===== src/sv/bbad_pkg.sv =====
package bbad_pkg;

   localparam int DEF_MAX_DIMS = 16;
   localparam int COORD_W      = 24;
   localparam int GAP_W        = COORD_W + 1;
   localparam int SQ_W         = 2 * GAP_W;
   localparam int DIST_W       = 52;
   localparam int IDX_W        = 4;
   localparam int DIMS_W       = 5;
   localparam int CNT_W        = 8;
   localparam int ACT_W        = 3;
   localparam int REQ_DATA_W   = 56;
   localparam int REQ_USER_W   = 4;
   localparam int RSP_DATA_W   = 104;
   localparam int RSP_USER_W   = 2;

   localparam logic [DIMS_W-1:0] DIMS_RESET = 5'd2;
   localparam logic [DIST_W-1:0] DIST_MAX   = '1;

   localparam logic [ACT_W-1:0] ACT_ADD_POINT = 3'd0;
   localparam logic [ACT_W-1:0] ACT_ADD_BOX   = 3'd1;
   localparam logic [ACT_W-1:0] ACT_QUERY     = 3'd2;
   localparam logic [ACT_W-1:0] ACT_READ      = 3'd3;
   localparam logic [ACT_W-1:0] ACT_CLEAR     = 3'd4;

   typedef enum logic [1:0] {
      ST_IDLE,
      ST_LOAD,
      ST_MULT,
      ST_DONE
   } state_type;

   typedef struct packed {
      logic load;
      logic gap_en;
      logic sq_en;
      logic commit;
   } cmd_type;

   typedef struct packed {
      logic out_free;
   } sts_type;

endpackage


===== src/sv/bbad_ctrl.sv =====
module bbad_ctrl (
   input  logic              clock,
   input  logic              reset,
   input  logic              req_tvalid,
   output logic              req_tready,
   input  bbad_pkg::sts_type sts,
   output bbad_pkg::cmd_type cmd
);
   import bbad_pkg::*;

   state_type state_ff;
   state_type state_in;

   always_ff @(posedge clock) begin
      if (reset) begin
         state_ff <= ST_IDLE;
      end else begin
         state_ff <= state_in;
      end
   end

   always_comb begin
      state_in   = state_ff;
      req_tready = 1'b0;
      cmd        = '0;
      unique case (state_ff)
         ST_IDLE: begin
            req_tready = 1'b1;
            if (req_tvalid) begin
               cmd.load = 1'b1;
               state_in = ST_LOAD;
            end
         end
         ST_LOAD: begin
            cmd.gap_en = 1'b1;
            state_in   = ST_MULT;
         end
         ST_MULT: begin
            cmd.sq_en = 1'b1;
            state_in  = ST_DONE;
         end
         ST_DONE: begin
            if (sts.out_free) begin
               cmd.commit = 1'b1;
               state_in   = ST_IDLE;
            end
         end
         default: state_in = ST_IDLE;
      endcase
   end

endmodule


===== src/sv/bbad_dp.sv =====
module bbad_dp #(
   parameter int MAX_DIMS = bbad_pkg::DEF_MAX_DIMS
) (
   input  logic                                clock,
   input  logic                                reset,
   input  bbad_pkg::cmd_type                   cmd,
   output bbad_pkg::sts_type                   sts,
   input  logic [bbad_pkg::REQ_DATA_W-1:0]     req_tdata,
   input  logic [bbad_pkg::REQ_USER_W-1:0]     req_tuser,
   output logic                                rsp_tvalid,
   input  logic                                rsp_tready,
   output logic [bbad_pkg::RSP_DATA_W-1:0]     rsp_tdata,
   output logic                                rsp_tlast,
   output logic [bbad_pkg::RSP_USER_W-1:0]     rsp_tuser,
   input  logic                                csr_valid,
   input  logic [bbad_pkg::DIMS_W-1:0]         csr_data
);
   import bbad_pkg::*;

   localparam int AW = (MAX_DIMS > 1) ? $clog2(MAX_DIMS) : 1;
   localparam logic [CNT_W-1:0] MAX_CNT = CNT_W'(MAX_DIMS);

   logic [DIMS_W-1:0]         dims_ff;
   logic [ACT_W-1:0]          act_ff;
   logic [IDX_W-1:0]          idx_ff;
   logic signed [COORD_W-1:0] vlo_ff;
   logic signed [COORD_W-1:0] vhi_ff;
   logic                      oe_ff;

   logic [COORD_W-1:0]        low_mem  [MAX_DIMS];
   logic [COORD_W-1:0]        high_mem [MAX_DIMS];
   logic [MAX_DIMS-1:0]       vld_ff;
   logic [MAX_DIMS-1:0]       vld_in;
   logic [COORD_W-1:0]        lo_rd_ff;
   logic [COORD_W-1:0]        hi_rd_ff;
   logic                      vld_rd_ff;
   logic [AW-1:0]             rd_addr;
   logic [AW-1:0]             wr_addr;

   logic signed [COORD_W-1:0] lo_cur;
   logic signed [COORD_W-1:0] hi_cur;
   logic signed [GAP_W-1:0]   d1;
   logic signed [GAP_W-1:0]   d2;
   logic [GAP_W-1:0]          g1;
   logic [GAP_W-1:0]          g2;
   logic [GAP_W-1:0]          gap_ff;
   logic                      inside_ff;
   logic [SQ_W-1:0]           sq_ff;

   logic                      holds_ff;
   logic                      holds_in;
   logic [DIST_W-1:0]         acc_ff;
   logic [DIST_W-1:0]         acc_in;

   logic [CNT_W-1:0]          dims_x;
   logic [CNT_W-1:0]          nd;
   logic [CNT_W-1:0]          idx_x;
   logic                      err;
   logic                      last;
   logic                      is_clear;
   logic                      is_add;
   logic                      is_query;
   logic signed [COORD_W-1:0] new_hi;
   logic signed [COORD_W-1:0] wr_lo;
   logic signed [COORD_W-1:0] wr_hi;
   logic [DIST_W-1:0]         base;
   logic [DIST_W:0]           sum_raw;
   logic [DIST_W-1:0]         sum;
   logic [DIST_W-1:0]         dist_out;
   logic [COORD_W-1:0]        low_out;
   logic [COORD_W-1:0]        high_out;
   logic                      last_out;
   logic                      err_out;

   logic                      rsp_valid_ff;
   logic [RSP_DATA_W-1:0]     rsp_data_ff;
   logic                      rsp_last_ff;
   logic [RSP_USER_W-1:0]     rsp_user_ff;

   assign rd_addr = AW'(req_tdata[IDX_W-1:0]);
   assign wr_addr = AW'(idx_ff);

   always_ff @(posedge clock) begin
      if (reset) begin
         dims_ff <= DIMS_RESET;
      end else if (csr_valid) begin
         dims_ff <= csr_data;
      end
   end

   always_ff @(posedge clock) begin
      if (cmd.load) begin
         act_ff <= req_tuser[ACT_W-1:0];
         oe_ff  <= req_tuser[ACT_W];
         idx_ff <= req_tdata[IDX_W-1:0];
         vlo_ff <= req_tdata[IDX_W +: COORD_W];
         vhi_ff <= req_tdata[IDX_W+COORD_W +: COORD_W];
      end
   end

   always_ff @(posedge clock) begin
      if (cmd.commit && is_add) begin
         low_mem[wr_addr]  <= wr_lo;
         high_mem[wr_addr] <= wr_hi;
      end
      if (cmd.load) begin
         lo_rd_ff  <= low_mem[rd_addr];
         hi_rd_ff  <= high_mem[rd_addr];
         vld_rd_ff <= vld_ff[rd_addr];
      end
   end

   always_comb begin
      vld_in = vld_ff;
      if (cmd.commit) begin
         if (is_clear) begin
            vld_in = '0;
         end else if (is_add) begin
            vld_in[wr_addr] = 1'b1;
         end
      end
   end

   assign lo_cur = vld_rd_ff ? lo_rd_ff : '0;
   assign hi_cur = vld_rd_ff ? hi_rd_ff : '0;

   assign d1 = GAP_W'(lo_cur) - GAP_W'(vlo_ff);
   assign d2 = GAP_W'(hi_cur) - GAP_W'(vlo_ff);
   assign g1 = d1[GAP_W-1] ? GAP_W'(-d1) : GAP_W'(d1);
   assign g2 = d2[GAP_W-1] ? GAP_W'(-d2) : GAP_W'(d2);

   always_ff @(posedge clock) begin
      if (cmd.gap_en) begin
         inside_ff <= (lo_cur <= vlo_ff) && (vlo_ff <= hi_cur);
         gap_ff    <= (g1 < g2) ? g1 : g2;
      end
      if (cmd.sq_en) begin
         sq_ff <= gap_ff * gap_ff;
      end
   end

   always_comb begin
      dims_x   = CNT_W'(dims_ff);
      if (dims_x == '0) begin
         nd = CNT_W'(1);
      end else if (dims_x > MAX_CNT) begin
         nd = MAX_CNT;
      end else begin
         nd = dims_x;
      end
      idx_x    = CNT_W'(idx_ff);
      err      = idx_x >= nd;
      last     = idx_x == (nd - CNT_W'(1));
      is_clear = act_ff == ACT_CLEAR;
      is_add   = !err && ((act_ff == ACT_ADD_POINT) || ((act_ff == ACT_ADD_BOX) && !oe_ff));
      is_query = !err && (act_ff == ACT_QUERY);
      new_hi   = (act_ff == ACT_ADD_POINT) ? vlo_ff : vhi_ff;
      if (holds_ff) begin
         wr_lo = (vlo_ff < lo_cur) ? vlo_ff : lo_cur;
         wr_hi = (new_hi > hi_cur) ? new_hi : hi_cur;
      end else begin
         wr_lo = vlo_ff;
         wr_hi = new_hi;
      end
      base    = (idx_ff == '0) ? '0 : acc_ff;
      sum_raw = {1'b0, base} + (inside_ff ? '0 : (DIST_W+1)'(sq_ff));
      sum     = sum_raw[DIST_W] ? DIST_MAX : sum_raw[DIST_W-1:0];

      holds_in = holds_ff;
      acc_in   = acc_ff;
      if (is_clear) begin
         holds_in = 1'b0;
         acc_in   = '0;
      end else if (is_add && !holds_ff && last) begin
         holds_in = 1'b1;
      end else if (is_query) begin
         acc_in = (!holds_ff || last) ? '0 : sum;
      end

      dist_out = '0;
      if (!is_clear && is_query) begin
         dist_out = holds_ff ? sum : DIST_MAX;
      end
      if (is_clear || err) begin
         low_out  = '0;
         high_out = '0;
      end else if (is_add) begin
         low_out  = wr_lo;
         high_out = wr_hi;
      end else begin
         low_out  = lo_cur;
         high_out = hi_cur;
      end
      last_out = is_clear ? last : (!err && last);
      err_out  = !is_clear && err;
   end

   always_ff @(posedge clock) begin
      if (reset) begin
         vld_ff   <= '0;
         holds_ff <= 1'b0;
         acc_ff   <= '0;
      end else begin
         vld_ff <= vld_in;
         if (cmd.commit) begin
            holds_ff <= holds_in;
            acc_ff   <= acc_in;
         end
      end
   end

   always_ff @(posedge clock) begin
      if (reset) begin
         rsp_valid_ff <= 1'b0;
      end else if (cmd.commit) begin
         rsp_valid_ff <= 1'b1;
      end else if (rsp_tready) begin
         rsp_valid_ff <= 1'b0;
      end
   end

   always_ff @(posedge clock) begin
      if (cmd.commit) begin
         rsp_data_ff <= RSP_DATA_W'({high_out, low_out, dist_out});
         rsp_last_ff <= last_out;
         rsp_user_ff <= {err_out, !holds_in};
      end
   end

   assign sts.out_free = !rsp_valid_ff || rsp_tready;
   assign rsp_tvalid   = rsp_valid_ff;
   assign rsp_tdata    = rsp_data_ff;
   assign rsp_tlast    = rsp_last_ff;
   assign rsp_tuser    = rsp_user_ff;

endmodule


===== src/sv/bounding_box_accumulate_and_distance_unit.sv =====
// Channel  Direction  Handshake              Payload
// req      in         req_tvalid/req_tready  tdata: dim_index, value_low, value_high
//                                            tuser: action, other_empty
// rsp      out        rsp_tvalid/rsp_tready  tdata: distance_sq, low_bound, high_bound
//                                            tlast: last_dim; tuser: box_empty, error
// csr      in         csr_valid/csr_ready    dims
//
// Each item passes through bound fetch, face gap, 25x25 square, then accumulate and commit.
// The next item is accepted while a finished result waits in the output register.
// A result not taken holds the commit step until rsp_tready frees the output register.
// Reset clears the per-dimension valid bits directly; there is no clearing pass.
module bounding_box_accumulate_and_distance_unit #(
   parameter int MAX_DIMS = bbad_pkg::DEF_MAX_DIMS
) (
   input  logic                             clock,
   input  logic                             reset,
   input  logic                             req_tvalid,
   output logic                             req_tready,
   // dim_index[3:0], value_low[27:4], value_high[51:28], zero fill[55:52]
   input  logic [bbad_pkg::REQ_DATA_W-1:0]  req_tdata,
   // action[2:0], other_empty[3]
   input  logic [bbad_pkg::REQ_USER_W-1:0]  req_tuser,
   output logic                             rsp_tvalid,
   input  logic                             rsp_tready,
   // distance_sq[51:0], low_bound[75:52], high_bound[99:76], zero fill[103:100]
   output logic [bbad_pkg::RSP_DATA_W-1:0]  rsp_tdata,
   output logic                             rsp_tlast,
   // box_empty[0], error[1]
   output logic [bbad_pkg::RSP_USER_W-1:0]  rsp_tuser,
   input  logic                             csr_valid,
   output logic                             csr_ready,
   input  logic [bbad_pkg::DIMS_W-1:0]      csr_data
);
   import bbad_pkg::*;

   cmd_type cmd;
   sts_type sts;

   assign csr_ready = 1'b1;

   bbad_ctrl u_ctrl (
      .clock      (clock),
      .reset      (reset),
      .req_tvalid (req_tvalid),
      .req_tready (req_tready),
      .sts        (sts),
      .cmd        (cmd)
   );

   bbad_dp #(
      .MAX_DIMS (MAX_DIMS)
   ) u_dp (
      .clock      (clock),
      .reset      (reset),
      .cmd        (cmd),
      .sts        (sts),
      .req_tdata  (req_tdata),
      .req_tuser  (req_tuser),
      .rsp_tvalid (rsp_tvalid),
      .rsp_tready (rsp_tready),
      .rsp_tdata  (rsp_tdata),
      .rsp_tlast  (rsp_tlast),
      .rsp_tuser  (rsp_tuser),
      .csr_valid  (csr_valid && csr_ready),
      .csr_data   (csr_data)
   );

endmodule


===== config.mk =====
export PLATFORM = sky130hd
export DESIGN_NAME = bounding_box_accumulate_and_distance_unit
export DESIGN_NICKNAME = d
export VERILOG_FILES = /design/src/sv/bbad_pkg.sv /design/src/sv/bbad_ctrl.sv /design/src/sv/bbad_dp.sv /design/src/sv/bounding_box_accumulate_and_distance_unit.sv
export SDC_FILE = /design/constraint.sdc
export NUM_CORES = 2
export LEC_CHECK = 0
export ABC_AREA = 1
export CORE_AREA = 5 5 467 469
export CTS_BUF_LIST = sky130_fd_sc_hd__clkbuf_2
export CTS_CLUSTER_SIZE = 24
export DETAILED_ROUTE_END_ITERATION = 10
export DIE_AREA = 0 0 472 474
export DONT_BUFFER_PORTS = 1
export MAX_ROUTING_LAYER = met4
export SETUP_SLACK_MARGIN = 0.02
export SLEW_MARGIN = 10
export SYNTH_ARGS = -nofsm -noshare
export SYNTH_HDL_FRONTEND = slang
export SYNTH_SLANG_ARGS = --single-unit

===== constraint.sdc =====
create_clock -name clock -period 20.7 [get_ports clock]
set_input_delay 1.035 -clock clock [delete_from_list [all_inputs] [get_ports clock]]
set_output_delay 1.035 -clock clock [all_outputs]
set_load 0.01 [all_outputs]

Word level (Yosys, flattened, before mapping)
Memories as Yosys holds them, arrays and structs flattened. A register that Yosys moved wholly into a read port is not among the register bits.
Index checks and enable logic that the tools add are counted.
- bits of input ports: 70
- memories: 2
- bits in writable memories: 768
- register bits after elaboration: 313
- output and inout bits: 110
- memories (memory ; words ; bits a word ; rd ports ; clocked after memory_dff ; wr ports ; RTL line ; RTL):
    u_dp.high_mem ; 16 ; 24 ; 1 ; 1 ; 1 ; bbad_dp.sv:31 ; logic [COORD_W-1:0] high_mem [MAX_DIMS];
    u_dp.low_mem ; 16 ; 24 ; 1 ; 1 ; 1 ; bbad_dp.sv:30 ; logic [COORD_W-1:0] low_mem [MAX_DIMS];
- multiplexer cells: 45
- bitwise logic cells: 1
- reduce and logical (&&, ||, !) cells: 31
- $lt $le $gt $ge: 10
- multipliers: 1
- $add $sub $neg: 6
- equal/unequal tests: 10
- operator list (cell ; count):
    $mux 52 ; 7
    $mux 24 ; 9
    $mux 25 ; 3
    $add 52x53->53 ; 1
    $mul 25x25->50 ; 1
    $mux 50 ; 1
    $neg 25->25 ; 2
    $sub 24x24->25 ; 2
    $le 24x24->1 ; 2
    $mux 16 ; 2
    $lt 25x25->1 ; 1
    $gt 24x24->1 ; 1
    $lt 24x24->1 ; 1
    $mux 1 ; 16
    $or 16x16->16 ; 1
    $logic_and 1x1->1 ; 11
    $lt 4x5->1 const B ; 2
    $eq 4x8->1 ; 1
    $ge 4x8->1 ; 1
    $mux 8 ; 1
    $pmux 2 s4 ; 1
    $sub 8x1->8 const B ; 1
    $logic_not 1->1 ; 6
    $reduce_bool 2->1 ; 3
    other kinds (20) ; 27

Longest topological paths before layout
- depth after elaboration: 11
- mapped depth: 32

Hierarchy
Synthesis repeated with hierarchy kept, for this count alone.
- cells, all modules: 7827
- area total of the unflattened synthesis: 74247.5 um^2
- by module, submodules not included (module ; area each (um^2) ; seq. area each (um^2) ; cells each ; instances):
    bbad_dp ; 74053.5 ; 33061.7 ; 7798 ; 1
    bbad_ctrl ; 182.7 ; 40.0 ; 27 ; 1
    bounding_box_accumulate_and_distance_unit ; 11.3 ; 0.0 ; 2 ; 1

Least setup slack after synthesis
No wires, ideal clock.
- kind: input port to flip-flop
- start: in rsp_tready
- end: mem u_dp.high_mem[10][0] (enable)
- slack: 9.345 ns
- data arrival time: 10.842 ns
- path buffers: 1
- stages on the path: 5
- cell sequence: inv_1 -> a21oi_1 -> nand2_1 -> clkbuf_1 -> nor3_1
- RTL lines (what ; RTL line ; RTL):
    start, declared ; bounding_box_accumulate_and_distance_unit.sv:24 ; input logic rsp_tready,
    end, declared ; bbad_dp.sv:31 ;

Final worst setup path
- start: reg u_dp.gap_ff[2]
- end: reg u_dp.sq_ff[43] (data pin)
- cells in the longest elaborated chain, start to end: 1
- ends and longest elaborated chain (what ; RTL line ; RTL):
    start, declared ; bbad_dp.sv:46 ; logic [GAP_W-1:0] gap_ff;
    start signal, assigned ; bbad_dp.sv:135 ; gap_ff <= (g1 < g2) ? g1 : g2;
    $mul 25x25->50 ; bbad_dp.sv:138 ; sq_ff <= gap_ff * gap_ff;
    end signal, assigned ; bbad_dp.sv:138 ;
    end, declared ; bbad_dp.sv:48 ; logic [SQ_W-1:0] sq_ff;
Every way passes these cells.
A chain may end at the register's enable or synchronous reset.

==> reports/qor.csv <==
stage,metric,value,unit
finish,net count of the finished layout,8955,
critical_path,endpoint class of the critical path,flop,
detailed_routing,average wire per standard cell,20.30,µm
critical_path,endpoint required time on the critical path,21930,ps
floorplan,initial standard-cell utilization of the core,0.3478,
placement,HPWL reported at the end of detailed placement,151.7,mm
clock_tree,"Setup Fix Bufs, Post-CTS",0,
logic_synthesis,proportion of register bits with asynchronous set or reset after synthesis,0,
clock_tree,cell at the root of the clock tree,clkbuf_2,
detailed_routing,count of routing violations after the opening detailed-route iteration,4609,
sta,"Hold Violations, Final",0,
logic_synthesis,Post-Syn Instances,7872,
placement,weighted congestion reported at the end of routability-driven placement,0.9740,
clock_tree,number of H-tree branching levels,5,
floorplan,Die Span X,472,µm
floorplan,height of the die,474,µm
floorplan,total die area,0.2237,mm²
floorplan,IO Count,180,
sta,peak clock frequency supported by timing,0.1398,GHz
logic_synthesis,top cell type by total area after synthesis,edfxtp_1,
logic_synthesis,most instantiated library cell after synthesis,inv_1,
finish,relative area change from synthesis to final layout,9.456,%
global_routing,number of global-route vias before repair,55450,
sta,setup TNS,0,ps
critical_path,"critical path fanouts, max",25,
logic_synthesis,Post-synth EDFFs,1051,
detailed_routing,Total Wirelength,225.6,mm
detailed_routing,remaining routing DRC violations,0,
critical_path,arrival time reported for the critical path endpoint,8380,ps
sta,worst slew slack as a fraction of its limit,0.2475,
detailed_routing,number of iterations in the first detailed-routing pass,7,
global_routing,wire length of the first global-routing pass,338.5,mm
detailed_routing,total vias in the final route,55410,
logic_synthesis,part of the Yosys area used for sequential elements,0.4456,
placement,number of port buffers,0,
global_routing,pin count of the biggest net entering global routing,527,
logic_synthesis,Syn. warnings,0,
sta,Setup-failing EPs final,0,
run_status,result of the run,"finished, final reports clean",
logic_synthesis,number of distinct library cells after synthesis,61,
floorplan,Std-Cell Rows,170,
floorplan,Core Footprint,0.2136,mm²
sta,Tightest Pin Transition,1129,ps
global_routing,GRT overflow,0,
clock_tree,deepest clock path buffer count,4,
clock_tree,post-CTS clock slew at the launch and capture registers of the worst setup and hold paths,110,ps
detailed_routing,number of routed nets with antenna violations,0,
sta,fin crit share,0.3455,
logic_synthesis,top post-synthesis cells by area,"edfxtp_1, fa_1, inv_1, nand2_1, ha_1",
clock_tree,source-to-sink clock delay at the later pin of the worst-skew pair,1680,ps
logic_synthesis,leading register cell type out of synthesis,edfxtp_1,
global_routing,Total GRT Usage,0.2046,
sta,Fin Clk Skew,230.8,ps
logic_synthesis,cell types with the highest counts after synthesis,"inv_1, nand2_1, edfxtp_1",
logic_synthesis,post-synth top area share,0.4249,
sta,unrepaired setup endpoints after global routing,false,
critical_path,kind of critical path,flop to flop,
sta,final count of pins violating max slew,0,
hold_path,worst hold path class,input pin to flop,
detailed_routing,number of vias per cell,4.987,
clock_tree,TritonCTS clock tree,built,
clock_tree,TritonCTS Sinks,1128,
clock_tree,cts bufs inserted,294,
logic_synthesis,synthesized area divided by synthesized cell count,9.437,µm²
critical_path,startpoint kind of the worst setup timing path,flop,
sta,post-layout minimum cycle time,7151,ps
logic_synthesis,Post-Syn Area,0.07428,mm²
global_routing,antenna violations before repair,6,
flow_run,# Max-Cap Violations,0,
logic_synthesis,flip-flop and latch count after synthesis,1128,
finish,fraction of layout instances using a drive strength above 1,0.07527,
timing repair:
action / 4_1_cts / 5_1_grt
gates resized for setup: 0 / 0
hold endpoints to repair: 256 / 0
hold buffers: 132 / 0
endpoints found under the setup margin: 0 / 0
layout by cell type, fill, tap and decap left out, drive strengths merged, types with 5 or more instances in the layout:
cell	count
nand2	1431
a21oi	497
ha	345
conb	7
nand3b	17
nor3	48
inv	1660
buf	82
a22oi	5
dfxtp	77
o21bai	15
dlygate4sd3	126
a21o	22
clkbuf	415
nand4	50
or2	12
xor2	95
edfxtp	1051
o211ai	197
and2	5
nor2	505
o21ai	426
a31oi	25
nor4	7
a21boi	10
xnor2	29
bufinv	7
o21a	10
nand3	340
diode	10
clkinv	62
mux2i	192
fa	469
final timing paths:
kind	from	end	slack, ps	cells after the start
hold reg to reg	u_dp.vld_ff[12]$_SDFFE_PP0P_	u_dp.vld_ff[12]$_SDFFE_PP0P_	460	2
setup / recovery	u_dp.gap_ff[2]$_DFFE_PN_	u_dp.sq_ff[43]$_DFFE_PP_	13550	26
hold / removal	req_tdata[29]	u_dp.vhi_ff[1]$_DFFE_PP_	210	1
setup reg to reg	u_dp.gap_ff[2]$_DFFE_PN_	u_dp.sq_ff[43]$_DFFE_PP_	13550	26
metal layers:
layer	track usage	wire length, µm	vias to the layer above
li1	-	-	26080
met1	0.2494	91490	26930
met2	0.3436	110800	1921
met3	0.02921	13600	482
met4	0.08236	9733	0
met5	-	0	-
metrics by stage:
step | setup WS [ps] | hold WS, ps | instance area, µm² | cells | utilization
after floorplan | 9345 | 424.4 | 74300 | 7877 | -
after global placement | 13570 | 436.6 | 77210 | 10480 | 0.3616
after detailed placement | 13590 | 447.1 | 77210 | 10480 | 0.3616
after CTS | 13540 | 6.978 | 81200 | 11100 | 0.3802
after global routing | 13240 | 53.98 | 81300 | 11110 | 0.3807
final | 13550 | 214.0 | 81310 | 11110 | 0.3807
critical path, stage by stage, from the launching register on:
cell,delay [ps]
edfxtp_1,380
buf_4,410
nand2_1,210
fa_1,580
inv_1,60
fa_1,530
inv_1,50
fa_1,530
inv_1,60
fa_1,510
inv_1,60
fa_1,530
inv_1,50
fa_1,500
inv_1,50
fa_1,490
inv_1,40
ha_1,350
nand2_1,150
inv_1,50
a21oi_1,210
o21ai_0,120
a21oi_1,160
o21ai_0,210
a21o_1,260
a21oi_1,190
xnor2_1,130
area by class of cell:
type	count	area, µm²
multi-input cells	4783	33780
diodes	10	25.02
clock buffers	415	2077
fillers	21450	132200
repair buffers	208	2057
flip-flops and latches	1128	33100
well taps	2838	3551
clock inverters	74	484.2
inverters	1656	6233
flip-flops by register name (all words and copies together), names as in the netlist, 2 cells and up:
| signal | cells |
|---|---|
| u_ctrl.state_ff | 2 |
| u_dp.acc_ff | 52 |
| u_dp.act_ff | 3 |
| u_dp.dims_ff | 5 |
| u_dp.gap_ff | 25 |
| u_dp.hi_rd_ff | 24 |
| u_dp.high_mem | 384 |
| u_dp.idx_ff | 4 |
| u_dp.lo_rd_ff | 24 |
| u_dp.low_mem | 384 |
| u_dp.rsp_tdata | 100 |
| u_dp.rsp_tuser | 2 |
| u_dp.sq_ff | 49 |
| u_dp.vhi_ff | 24 |
| u_dp.vld_ff | 16 |
| u_dp.vlo_ff | 24 |
logic make-up (layout without fill, tap and decap cells):
logic type,count (synthesis),in the layout,share of synthesized area
simple gates,2420,2420,0.1345
buf+inv,1966,2353,0.1013
compound gates,1226,1226,0.09309
flops,1128,1128,0.4456
fa+ha+maj,814,814,0.1845
mux,192,192,0.02587
xor+xnor,124,124,0.01497
other cells,2,17,0.0001011
Power is not shown: default switching activity piles up to over one toggle a cycle in this logic, so the estimate is an artifact.
